$ cat src/design/tscf_pkg.sv
// Package for the text stream filter: item types, configuration record,
// register indexes and character codes. No dependencies.
`timescale 1ns / 1ps

package tscf_pkg;

	// Input item: one raw byte of the stream
	typedef struct packed {
		logic [7:0] in_byte;
		logic       first_of_file;
	} in_item_t;

	// Output item: one formatted byte
	typedef struct packed {
		logic [7:0] out_byte;
		logic       last_of_run;
	} out_item_t;

	// Option registers as seen by the datapath
	typedef struct packed {
		logic [1:0] number_mode;
		logic       squeeze_blank;
		logic       show_ends;
		logic       show_tabs;
		logic       show_nonprinting;
	} cfg_t;

	// Byte expansion of one item, without the line number
	typedef struct packed {
		logic            has_num;
		logic [1:0]      last_idx;
		logic [3:0][7:0] chars;
	} char_job_t;

	// Register indexes
	localparam logic [2:0] REG_NUMBER_MODE      = 3'd0;
	localparam logic [2:0] REG_SQUEEZE_BLANK    = 3'd1;
	localparam logic [2:0] REG_SHOW_ENDS        = 3'd2;
	localparam logic [2:0] REG_SHOW_TABS        = 3'd3;
	localparam logic [2:0] REG_SHOW_NONPRINTING = 3'd4;

	// Character codes
	localparam logic [7:0] CH_TAB    = 8'h09;
	localparam logic [7:0] CH_NL     = 8'h0A;
	localparam logic [7:0] CH_SPACE  = 8'h20;
	localparam logic [7:0] CH_DOLLAR = 8'h24;
	localparam logic [7:0] CH_DASH   = 8'h2D;
	localparam logic [7:0] CH_ZERO   = 8'h30;
	localparam logic [7:0] CH_QMARK  = 8'h3F;
	localparam logic [7:0] CH_I      = 8'h49;
	localparam logic [7:0] CH_M      = 8'h4D;
	localparam logic [7:0] CH_CARET  = 8'h5E;
	localparam logic [6:0] CH_DEL7   = 7'h7F;

endpackage

$ cat src/design/text_stream_cat_filter.sv
// Top level of the cat-style text stream filter: option registers on an
// APB-style port, front end, job queue and output sequencer. Uses tscf_pkg.
//
//   channel  handshake             payload      role
//   src      src_valid/src_ready   in_item_t    raw stream bytes
//   dst      dst_valid/dst_ready   out_item_t   formatted bytes
//   cfg      psel/penable/pwrite   pwdata       option registers at 4*index
//
// An item is classified in the cycle it is accepted; its first output byte
// reaches the output register after the sequencer loads the job, then one
// byte a cycle while dst_ready holds. The sequencer holds an item until all
// its bytes are out; a numbered line start also sends padding, digits and a tab.
// The two-entry job queue stalls src only when the sequencer is behind.
// Reset clears line state, counter to one and options to zero; no clearing pass.
`timescale 1ns / 1ps

module text_stream_cat_filter
	import tscf_pkg::*;
#(
	parameter int NUMBER_DIGITS = 7,
	parameter int PAD_WIDTH     = 6
) (
	input  logic        clk,
	input  logic        arst_n,
	input  logic        src_valid,
	output logic        src_ready,
	input  in_item_t    src_item,
	output logic        dst_valid,
	input  logic        dst_ready,
	output out_item_t   dst_item,
	input  logic        psel,
	input  logic        penable,
	input  logic        pwrite,
	input  logic [4:0]  paddr,
	input  logic [31:0] pwdata,
	output logic [31:0] prdata,
	output logic        pready
);

	localparam int TW = $clog2(NUMBER_DIGITS);
	localparam int PW = $clog2(PAD_WIDTH + 1);
	localparam int BW = 4 * NUMBER_DIGITS;
	localparam int QW = $bits(char_job_t) + BW + TW + PW;

	cfg_t       cfg_q;
	logic       cfg_wr;
	logic [2:0] reg_idx;

	logic            push, push_ready, head_valid, pop;
	char_job_t       job_chars, head_chars;
	logic [BW-1:0]   job_digits, head_digits;
	logic [TW-1:0]   job_top, head_top;
	logic [PW-1:0]   job_pad, head_pad;
	logic [QW-1:0]   head_data;

	// Option registers
	assign pready  = 1'b1;
	assign reg_idx = paddr[4:2];
	assign cfg_wr  = psel & penable & pwrite;

	always_ff @(posedge clk or negedge arst_n) begin
		if (!arst_n) begin
			cfg_q <= '0;
		end else if (cfg_wr) begin
			unique case (reg_idx)
				REG_NUMBER_MODE:      cfg_q.number_mode      <= pwdata[1:0];
				REG_SQUEEZE_BLANK:    cfg_q.squeeze_blank    <= pwdata[0];
				REG_SHOW_ENDS:        cfg_q.show_ends        <= pwdata[0];
				REG_SHOW_TABS:        cfg_q.show_tabs        <= pwdata[0];
				REG_SHOW_NONPRINTING: cfg_q.show_nonprinting <= pwdata[0];
				default: ;
			endcase
		end
	end

	// Register read-back
	always_comb begin
		unique case (reg_idx)
			REG_NUMBER_MODE:      prdata = {30'd0, cfg_q.number_mode};
			REG_SQUEEZE_BLANK:    prdata = {31'd0, cfg_q.squeeze_blank};
			REG_SHOW_ENDS:        prdata = {31'd0, cfg_q.show_ends};
			REG_SHOW_TABS:        prdata = {31'd0, cfg_q.show_tabs};
			REG_SHOW_NONPRINTING: prdata = {31'd0, cfg_q.show_nonprinting};
			default:              prdata = '0;
		endcase
	end

	tscf_front #(
		.NUMBER_DIGITS(NUMBER_DIGITS),
		.PAD_WIDTH    (PAD_WIDTH)
	) u_front (
		.clk       (clk),
		.arst_n    (arst_n),
		.cfg       (cfg_q),
		.src_valid (src_valid),
		.src_ready (src_ready),
		.src_item  (src_item),
		.push      (push),
		.push_ready(push_ready),
		.job_chars (job_chars),
		.job_digits(job_digits),
		.job_top   (job_top),
		.job_pad   (job_pad)
	);

	tscf_queue #(
		.WIDTH(QW),
		.DEPTH(2)
	) u_queue (
		.clk       (clk),
		.arst_n    (arst_n),
		.push      (push),
		.push_ready(push_ready),
		.wr_data   ({job_chars, job_digits, job_top, job_pad}),
		.head_valid(head_valid),
		.pop       (pop),
		.head_data (head_data)
	);

	assign {head_chars, head_digits, head_top, head_pad} = head_data;

	tscf_back #(
		.NUMBER_DIGITS(NUMBER_DIGITS),
		.PAD_WIDTH    (PAD_WIDTH)
	) u_back (
		.clk        (clk),
		.arst_n     (arst_n),
		.head_valid (head_valid),
		.pop        (pop),
		.head_chars (head_chars),
		.head_digits(head_digits),
		.head_top   (head_top),
		.head_pad   (head_pad),
		.dst_valid  (dst_valid),
		.dst_ready  (dst_ready),
		.dst_item   (dst_item)
	);

endmodule

$ cat src/design/tscf_front.sv
// Front end: accepts items, tracks line state and the BCD line counter,
// and turns each item into a job for the output sequencer. Uses tscf_pkg.
`timescale 1ns / 1ps

module tscf_front
	import tscf_pkg::*;
#(
	parameter int NUMBER_DIGITS = 7,
	parameter int PAD_WIDTH     = 6,
	localparam int TW = $clog2(NUMBER_DIGITS),
	localparam int PW = $clog2(PAD_WIDTH + 1)
) (
	input  logic                         clk,
	input  logic                         arst_n,
	input  cfg_t                         cfg,
	input  logic                         src_valid,
	output logic                         src_ready,
	input  in_item_t                     src_item,
	output logic                         push,
	input  logic                         push_ready,
	output char_job_t                    job_chars,
	output logic [4*NUMBER_DIGITS-1:0]   job_digits,
	output logic [TW-1:0]                job_top,
	output logic [PW-1:0]                job_pad
);

	localparam int BW = 4 * NUMBER_DIGITS;

	logic          at_line_start_q;
	logic          blank_seen_q;
	logic [BW-1:0] number_q;

	logic          als, bs, nl, tab, drop, print_num, accept;
	logic [BW-1:0] num, num_inc;
	logic          all_nines;
	logic [6:0]    x;

	// Effective state after a file start
	assign als = src_item.first_of_file | at_line_start_q;
	assign bs  = ~src_item.first_of_file & blank_seen_q;
	assign num = src_item.first_of_file ? BW'(1) : number_q;

	assign nl   = (src_item.in_byte == CH_NL);
	assign tab  = (src_item.in_byte == CH_TAB);
	assign drop = als & cfg.squeeze_blank & nl & bs;
	assign print_num = als & (cfg.number_mode[1] ? ~nl : cfg.number_mode[0]);

	assign src_ready = push_ready;
	assign accept    = src_valid & src_ready;
	assign push      = accept & ~drop;

	// BCD increment: a digit steps when all digits below it are nine
	always_comb begin
		logic carry;
		carry = 1'b1;
		num_inc = num;
		for (int i = 0; i < NUMBER_DIGITS; i++) begin
			if (carry) begin
				if (num[4*i +: 4] == 4'd9) begin
					num_inc[4*i +: 4] = 4'd0;
				end else begin
					num_inc[4*i +: 4] = num[4*i +: 4] + 4'd1;
				end
			end
			carry = carry & (num[4*i +: 4] == 4'd9);
		end
		all_nines = carry;
	end

	// Highest nonzero digit and padding
	always_comb begin
		int top;
		top = 0;
		for (int i = 0; i < NUMBER_DIGITS; i++) begin
			if (num[4*i +: 4] != 4'd0) begin
				top = i;
			end
		end
		job_top = TW'(top);
		job_pad = (PAD_WIDTH > top + 1) ? PW'(PAD_WIDTH - 1 - top) : PW'(0);
	end

	assign job_digits = num;
	assign x = src_item.in_byte[6:0];

	// Byte expansion
	always_comb begin
		logic [1:0] k;
		job_chars = '0;
		job_chars.has_num = print_num;
		k = 2'd0;
		if (nl) begin
			if (cfg.show_ends) begin
				job_chars.chars[0] = CH_DOLLAR;
				job_chars.chars[1] = CH_NL;
				job_chars.last_idx = 2'd1;
			end else begin
				job_chars.chars[0] = CH_NL;
			end
		end else if (tab) begin
			if (cfg.show_tabs) begin
				job_chars.chars[0] = CH_CARET;
				job_chars.chars[1] = CH_I;
				job_chars.last_idx = 2'd1;
			end else begin
				job_chars.chars[0] = CH_TAB;
			end
		end else if (cfg.show_nonprinting) begin
			// high bytes get an M- prefix, then the low seven bits
			if (src_item.in_byte[7]) begin
				job_chars.chars[0] = CH_M;
				job_chars.chars[1] = CH_DASH;
				k = 2'd2;
			end
			if (x[6:5] == 2'b00) begin
				job_chars.chars[k]        = CH_CARET;
				job_chars.chars[k + 2'd1] = {3'b010, x[4:0]};
				job_chars.last_idx        = k + 2'd1;
			end else if (x == CH_DEL7) begin
				job_chars.chars[k]        = CH_CARET;
				job_chars.chars[k + 2'd1] = CH_QMARK;
				job_chars.last_idx        = k + 2'd1;
			end else begin
				job_chars.chars[k] = {1'b0, x};
				job_chars.last_idx = k;
			end
		end else begin
			job_chars.chars[0] = src_item.in_byte;
		end
	end

	// Line state, updated on every kept item
	always_ff @(posedge clk or negedge arst_n) begin
		if (!arst_n) begin
			at_line_start_q <= 1'b1;
			blank_seen_q    <= 1'b0;
			number_q        <= BW'(1);
		end else if (push) begin
			at_line_start_q <= nl;
			blank_seen_q    <= als ? (cfg.squeeze_blank & nl) : bs;
			if (print_num) begin
				number_q <= all_nines ? BW'(1) : num_inc;
			end else begin
				number_q <= num;
			end
		end
	end

endmodule

$ cat src/design/tscf_queue.sv
// Small register FIFO between the front end and the output sequencer.
// No dependencies.
`timescale 1ns / 1ps

module tscf_queue #(
	parameter int WIDTH = 8,
	parameter int DEPTH = 2,
	localparam int AW = (DEPTH > 1) ? $clog2(DEPTH) : 1,
	localparam int CNTW = $clog2(DEPTH + 1)
) (
	input  logic             clk,
	input  logic             arst_n,
	input  logic             push,
	output logic             push_ready,
	input  logic [WIDTH-1:0] wr_data,
	output logic             head_valid,
	input  logic             pop,
	output logic [WIDTH-1:0] head_data
);

	logic [WIDTH-1:0] entry_q [DEPTH];
	logic [AW-1:0]    wr_ptr_q, rd_ptr_q;
	logic [CNTW-1:0]  count_q;

	assign push_ready = (count_q != CNTW'(DEPTH));
	assign head_valid = (count_q != '0);
	assign head_data  = entry_q[rd_ptr_q];

	// Entry storage
	always_ff @(posedge clk) begin
		if (push) begin
			entry_q[wr_ptr_q] <= wr_data;
		end
	end

	// Pointers and fill count
	always_ff @(posedge clk or negedge arst_n) begin
		if (!arst_n) begin
			wr_ptr_q <= '0;
			rd_ptr_q <= '0;
			count_q  <= '0;
		end else begin
			if (push) begin
				wr_ptr_q <= (wr_ptr_q == AW'(DEPTH - 1)) ? '0 : wr_ptr_q + AW'(1);
			end
			if (pop) begin
				rd_ptr_q <= (rd_ptr_q == AW'(DEPTH - 1)) ? '0 : rd_ptr_q + AW'(1);
			end
			if (push && !pop) begin
				count_q <= count_q + CNTW'(1);
			end else if (pop && !push) begin
				count_q <= count_q - CNTW'(1);
			end
		end
	end

endmodule

$ cat src/design/tscf_back.sv
// Output sequencer, uses tscf_pkg: walks a job through padding, digits, tab
// and byte expansion into an output register, a byte per cycle unless stalled.
`timescale 1ns / 1ps

module tscf_back
	import tscf_pkg::*;
#(
	parameter int NUMBER_DIGITS = 7,
	parameter int PAD_WIDTH     = 6,
	localparam int TW = $clog2(NUMBER_DIGITS),
	localparam int PW = $clog2(PAD_WIDTH + 1)
) (
	input  logic                       clk,
	input  logic                       arst_n,
	input  logic                       head_valid,
	output logic                       pop,
	input  char_job_t                  head_chars,
	input  logic [4*NUMBER_DIGITS-1:0] head_digits,
	input  logic [TW-1:0]              head_top,
	input  logic [PW-1:0]              head_pad,
	output logic                       dst_valid,
	input  logic                       dst_ready,
	output out_item_t                  dst_item
);

	localparam int CW0 = (PW > TW) ? PW : TW;
	localparam int CW  = (CW0 > 2) ? CW0 : 2;

	localparam logic [1:0] PH_PAD = 2'd0;
	localparam logic [1:0] PH_DIG = 2'd1;
	localparam logic [1:0] PH_TAB = 2'd2;
	localparam logic [1:0] PH_CHR = 2'd3;

	logic                       busy_q;
	logic [1:0]                 phase_q;
	logic [CW-1:0]              cnt_q;
	logic [4*NUMBER_DIGITS-1:0] digits_q;
	logic [TW-1:0]              top_q;
	char_job_t                  chars_q;
	logic                       out_valid_q;
	out_item_t                  out_q;

	logic      advance, emit, finish, load;
	out_item_t next_item;
	logic [1:0]    phase_d;
	logic [CW-1:0] cnt_d;

	assign advance = ~out_valid_q | dst_ready;
	assign emit    = busy_q & advance;
	assign load    = head_valid & (~busy_q | finish);
	assign pop     = load;

	// Byte for the current position and the next position
	always_comb begin
		next_item = '0;
		finish    = 1'b0;
		phase_d   = phase_q;
		cnt_d     = cnt_q;
		unique case (phase_q)
			PH_PAD: begin
				next_item.out_byte = CH_SPACE;
				if (cnt_q == CW'(1)) begin
					phase_d = PH_DIG;
					cnt_d   = CW'(top_q);
				end else begin
					cnt_d = cnt_q - CW'(1);
				end
			end
			PH_DIG: begin
				next_item.out_byte = CH_ZERO + {4'd0, digits_q[4*cnt_q[TW-1:0] +: 4]};
				if (cnt_q == '0) begin
					phase_d = PH_TAB;
				end else begin
					cnt_d = cnt_q - CW'(1);
				end
			end
			PH_TAB: begin
				next_item.out_byte = CH_TAB;
				phase_d = PH_CHR;
				cnt_d   = '0;
			end
			PH_CHR: begin
				next_item.out_byte = chars_q.chars[cnt_q[1:0]];
				if (cnt_q[1:0] == chars_q.last_idx) begin
					next_item.last_of_run = 1'b1;
					finish = emit;
				end else begin
					cnt_d = cnt_q + CW'(1);
				end
			end
			default: begin
				next_item = '0;
			end
		endcase
	end

	// Sequencer control
	always_ff @(posedge clk or negedge arst_n) begin
		if (!arst_n) begin
			busy_q  <= 1'b0;
			phase_q <= PH_CHR;
			cnt_q   <= '0;
		end else if (load) begin
			busy_q <= 1'b1;
			if (!head_chars.has_num) begin
				phase_q <= PH_CHR;
				cnt_q   <= '0;
			end else if (head_pad != '0) begin
				phase_q <= PH_PAD;
				cnt_q   <= CW'(head_pad);
			end else begin
				phase_q <= PH_DIG;
				cnt_q   <= CW'(head_top);
			end
		end else if (finish) begin
			busy_q <= 1'b0;
		end else if (emit) begin
			phase_q <= phase_d;
			cnt_q   <= cnt_d;
		end
	end

	// Job payload
	always_ff @(posedge clk) begin
		if (load) begin
			digits_q <= head_digits;
			top_q    <= head_top;
			chars_q  <= head_chars;
		end
	end

	// Output register
	always_ff @(posedge clk or negedge arst_n) begin
		if (!arst_n) begin
			out_valid_q <= 1'b0;
		end else if (advance) begin
			out_valid_q <= emit;
		end
	end

	always_ff @(posedge clk) begin
		if (emit) begin
			out_q <= next_item;
		end
	end

	assign dst_valid = out_valid_q;
	assign dst_item  = out_q;

endmodule
$ cat config.mk
export PLATFORM = sky130hd
export DESIGN_NAME = text_stream_cat_filter
export DESIGN_NICKNAME = d
export VERILOG_FILES = /design/src/design/tscf_pkg.sv /design/src/design/text_stream_cat_filter.sv /design/src/design/tscf_front.sv /design/src/design/tscf_queue.sv /design/src/design/tscf_back.sv
export SDC_FILE = /design/constraint.sdc
export NUM_CORES = 1
export LEC_CHECK = 0
export BUFFER_PORTS_ARGS = -buffer_cell sky130_fd_sc_hd__buf_4
export CAP_MARGIN = 20
export CORE_ASPECT_RATIO = 0.7
export CORE_MARGIN = 2
export CORE_UTILIZATION = 40
export DETAILED_ROUTE_END_ITERATION = 12
export SYNTH_ARGS = -nofsm -noshare
export SYNTH_HDL_FRONTEND = slang
export SYNTH_SLANG_ARGS = --single-unit
$ cat constraint.sdc
create_clock -name clk -period 5.2 [get_ports clk]
set_input_delay 0.78 -clock clk [delete_from_list [all_inputs] [get_ports clk]]
set_output_delay 0.78 -clock clk [all_outputs]
set_load 0.1 [all_outputs]
==> results.md <==
Clock network:
- Counting along the longest clock path gives a buffer depth of 3.
- CTS built an H-tree with a depth of 1.
- The number of hold buffers added after CTS was 0.
- The later pin in the worst-skew pair is clocked with a latency of 0.53 ns.
- After clock tree synthesis, the clock-pin slew on the worst setup and hold paths is 0.06 ns.
- After clock tree synthesis, the setup repair step added 0 buffers.
- TritonCTS created 26 clock buffers.
- TritonCTS built the clock tree.
- The post-cts gate resize count is 0.
- The TritonCTS sink count is 250.
- The cell chosen for the clock root is sky130_fd_sc_hd__clkbuf_16.

Synth:
- Averaged over all synthesized cells, the footprint is 13.55 um^2.
- After synthesis, the largest family of logic cells by area is simple AND/OR/NAND/NOR gates.
- The number of enable flip-flop cells after synthesis is approximately 200.
- The async set-reset flop share out of synthesis is 18.80%.
- Summing the areas of all compound-gate instances in the mapped netlist gives just under 8% of the synthesized area.
- The synthesized netlist cell count is 864.
- The top cell type's share of synthesized area is between 50% and 60%.
- The cell with the most instances after synthesis is sky130_fd_sc_hd__edfxtp_1.
- By area the synthesized netlist is led by sky130_fd_sc_hd__edfxtp_1 (52%), sky130_fd_sc_hd__dfrtp_1 (9.2%), sky130_fd_sc_hd__mux2_2 (7.0%), sky130_fd_sc_hd__ha_1 (3.2%), sky130_fd_sc_hd__mux4_2 (2.1%).
- The fraction of synthesized area in multiplexers is about a tenth.
- Yosys printed 0 warnings.
- The sequential fraction of the synthesis area is 62.17%.
- The post-synthesis cell type with the largest combined area is sky130_fd_sc_hd__edfxtp_1.
- Synthesis instantiated 76 different standard cells from the library.
- By count the netlist is led by sky130_fd_sc_hd__edfxtp_1 (203), sky130_fd_sc_hd__mux2_2 (73), sky130_fd_sc_hd__nand2_1 (58).
- The most used flip-flop cell after synthesis is sky130_fd_sc_hd__edfxtp_1.
- The synthesized netlist devotes 0.6734% of its cell area to XOR and XNOR gates.
- The cell area that synthesis handed to floorplanning was 0.01170 mm^2.
- Of the total synthesized cell area, the portion taken by full adders, half adders and majority gates is 3.207%.
- The post-synthesis sequential element count is 250.
- The synthesized netlist devotes 11.17% of its cell area to simple gates.

Routing:
- The detail-routed via count per cell is approximately 5.3.
- Once detail routing completed, the nets flagged for antenna violations numbered 0.
- The initial detailed-routing violation count is 600.
- After detailed routing, the total wire length is 24.75 mm.
- The first-pass detailed-route iteration total is 5.
- The total number of vias is 6880.
- In the final routed layout, each cell accounts on average for 19.19 um.
- After detailed routing, the number of remaining DRC violations is 0.

Setup path:
- The worst setup path is of the input port to flip-flop kind.
- Traced cell by cell, the critical path runs through buf_4 -> inv_1 -> nand2_1 -> inv_1 -> ha_1 -> nand4bb_1 -> nor4_4 -> nand4_1 -> and2_1 -> a211o_1.
- In this run the critical register-to-register path is launched from u_back.cnt_q[0].
- The biggest cell delay along the critical path is 0.62 ns.
- Setup slack on the worst reg-to-reg path comes out at between 2 and 2.5 ns.
- The endpoint identified for the worst register-to-register timing path is u_back.cnt_q[0].
- The worst path buffer plus inverter count is 3.
- The cell at the slowest stage of the critical path is sky130_fd_sc_hd__nor4_4.
- The worst setup path is launched from an input port.
- The count of cells along the worst register-to-register path is 6.
- Counting stages on the worst path, the most repeated cell is sky130_fd_sc_hd__inv_1.
- At the worst endpoint, the arrival time is 3.69 ns.
- The worst setup path is captured at a flip-flop.
- The kind of cell adding the most delay to the critical path is simple AND/OR/NAND/NOR gates.
- At the worst endpoint, the required time is 5.61 ns.
- Of all nets on the critical path, the largest fanout is 53.

Placement:
- Detailed placement finished with a half-perimeter wire length of 16.18 mm.
- The number of buffers inserted by port buffering is 33.
- The placer congestion estimate is 0.7938.

STA:
- In this run the tightest slew margin relative to its limit is 36.41%.
- The portion of the clock cycle consumed by the worst path in the final layout is 63.11%.
- The total negative slack for setup checks is 0 ns.
- For the pin with the worst max-slew slack, the measured transition is between 0.9 and 1 ns.
- Setup repair after global routing left no endpoint under its margin.
- The count of final max-slew check failures came to 0.
- The final count of negative-setup-slack endpoints is 0.
- The clock tree skew after final layout is roughly 0.0093 ns.
- The maximum achievable frequency is 0.3047 GHz.
- The count of endpoints failing hold in the final timing report is 0.
- The minimum period implied by the final worst setup slack is 3.282 ns.

Status:
- The run finished with clean final reports.

Global route:
- In this run the most used layer during global routing was met1.
- The met3 track demand over resource is 2.822%.
- The all-layer global routing usage is 16.36%.
- The total overflow left after global routing is 0.
- The via count of the first global-routing pass is 6574.
- In the global route stage, met1 resource usage came out at 27.16%.
- The number of antenna violations at the first check in global routing was 0.
- The wire length of the first global-routing pass is 38.94 mm.
- The pin count of the biggest net entering global routing is 67.
- For this run, global-route usage on met2 was measured as 22.07%.

Floorplanning:
- The die covers 0.03067 mm^2.
- The horizontal die dimension is roughly 210 um.
- In this run the vertical extent of the chip is 147.1 um.
- The number of placed I/O pins is 97.
- The initial utilization of the core area, before any placement, comes to 40.61%.
- Row generation in the floorplan step produced 52 rows.
- The core region is 0.02882 mm^2.

Layout:
- In the final layout, the share of cells above drive strength 1 is around 21%.
- The count of inserted antenna diode cells is 0.
- The number of nets in the layout is 975.
- The area growth from synthesis to layout is 11.95%.

Power and ir drop:
- The worst-case IR drop observed on VDD is 0.4405 mV.
- Summed over all cells, the static leakage comes to 4.845 nW.
- The total power of the final layout is 6.799 mW.
- The ratio of total power to cell area is 518.9 mW/mm^2.

Worst hold path:
- In this run the worst hold path is classified as input port to async pin.

Run:
- Across the run, the number of max-cap violations was 0.
==> area by class of cell <==
class | instances | area (um^2)
Fill cell | 2598 | 15720
Sequential cell | 250 | 7278
Multi-Input combinational cell | 538 | 4029
Clock buffer | 39 | 760.7
Tap cell | 378 | 473.0
Timing Repair Buffer | 43 | 335.3
Inverter | 33 | 126.4
Clock inverter | 9 | 101.3
==> worst max path at each step <==
stage | to | slack (ns) | start | cells after the start
final | u_front.number_q[26] | 1.92 | src_item[0] | 10
after global routing | u_front.number_q[26] | 1.61 | src_item[0] | 10
after CTS | u_front.number_q[26] | 1.97 | src_item[0] | 10
after detailed placement | u_front.number_q[26] | 1.46 | src_item[0] | 10
after global placement | u_front.number_q[26] | 1.49 | src_item[0] | 10
after floorplan | u_queue.entry_q[0][0] | 0.05 | u_queue.count_q[0] | 5
==> kinds of logic after synthesis <==
family	Yosys count
xor+xnor	9
mux	98
buf+inv	105
simple gates	226
flops	250
compound gates	144
other cells	2
fa+ha+maj	30
==> power by group <==
part	leakage (nW)	switching, mW	total (mW)	internal [mW]
Clock	0.423	0.760	1.87	1.11
Sequential	2.50	0.215	2.95	2.74
Combinational	1.92	1.28	1.98	0.693
Total	4.84	2.26	6.80	4.54
==> flip-flops by register name, indices dropped and copies added (netlist names), 3 cells and up <==
signal            cells
u_back.dst_item       9
u_back.digits_q      28
u_back.chars_q       31
cfg_q                 6
u_back.cnt_q          3
u_back.top_q          3
u_queue.entry_q     132
u_front.number_q     28
==> cell usage in the layout, fill, tap and decap left out, types with 5 or more instances in the layout <==
| cell | n |
|---|---|
| sky130_fd_sc_hd__a21oi_1 | 28 |
| sky130_fd_sc_hd__nor2b_1 | 22 |
| sky130_fd_sc_hd__mux2i_1 | 14 |
| sky130_fd_sc_hd__xnor2_1 | 5 |
| sky130_fd_sc_hd__nand2b_1 | 8 |
| sky130_fd_sc_hd__nor2_1 | 43 |
| sky130_fd_sc_hd__a22oi_1 | 7 |
| sky130_fd_sc_hd__mux2_2 | 73 |
| sky130_fd_sc_hd__ha_1 | 30 |
| sky130_fd_sc_hd__buf_4 | 42 |
| sky130_fd_sc_hd__a31oi_1 | 10 |
| sky130_fd_sc_hd__edfxtp_1 | 203 |
| sky130_fd_sc_hd__a41oi_1 | 5 |
| sky130_fd_sc_hd__clkbuf_16 | 27 |
| sky130_fd_sc_hd__and2_1 | 7 |
| sky130_fd_sc_hd__o31ai_1 | 9 |
| sky130_fd_sc_hd__nand2_1 | 58 |
| sky130_fd_sc_hd__nor3b_1 | 5 |
| sky130_fd_sc_hd__o21ai_0 | 46 |
| sky130_fd_sc_hd__conb_1 | 31 |
| sky130_fd_sc_hd__nor3_1 | 7 |
| sky130_fd_sc_hd__inv_1 | 30 |
| sky130_fd_sc_hd__dfrtp_1 | 42 |
| sky130_fd_sc_hd__clkbuf_1 | 8 |
| sky130_fd_sc_hd__nand4_1 | 6 |
| sky130_fd_sc_hd__a221o_1 | 7 |
| sky130_fd_sc_hd__mux4_2 | 11 |
| sky130_fd_sc_hd__nand4b_1 | 6 |
| sky130_fd_sc_hd__nand3_1 | 15 |
| sky130_fd_sc_hd__clkinv_2 | 5 |
==> through the flow <==
step / hold WS, ns / setup WS (ns) / util [%] / area (um^2) / cells
3_3_place_gp: 0.4632 / 1.493 / 42.47 / 12240 / 1242
3_5_place_dp: 0.4809 / 1.458 / 42.47 / 12240 / 1242
2_1_floorplan: 0.4461 / 0.04640 / - / 11810 / 893
6_report: 0.3048 / 1.918 / 45.46 / 13100 / 1290
5_1_grt: 0.3310 / 1.614 / 45.46 / 13100 / 1290
4_1_cts: 0.3122 / 1.972 / 45.46 / 13100 / 1290
==> routing by layer <==
metal  routed length [um]  part of all wire [%]
met1                13310                    54
met2                 9879                    40
met3                 1219                   4.9
met4                  348                   1.4
met5                    0                     0
(Power assumes the default switching activity.)
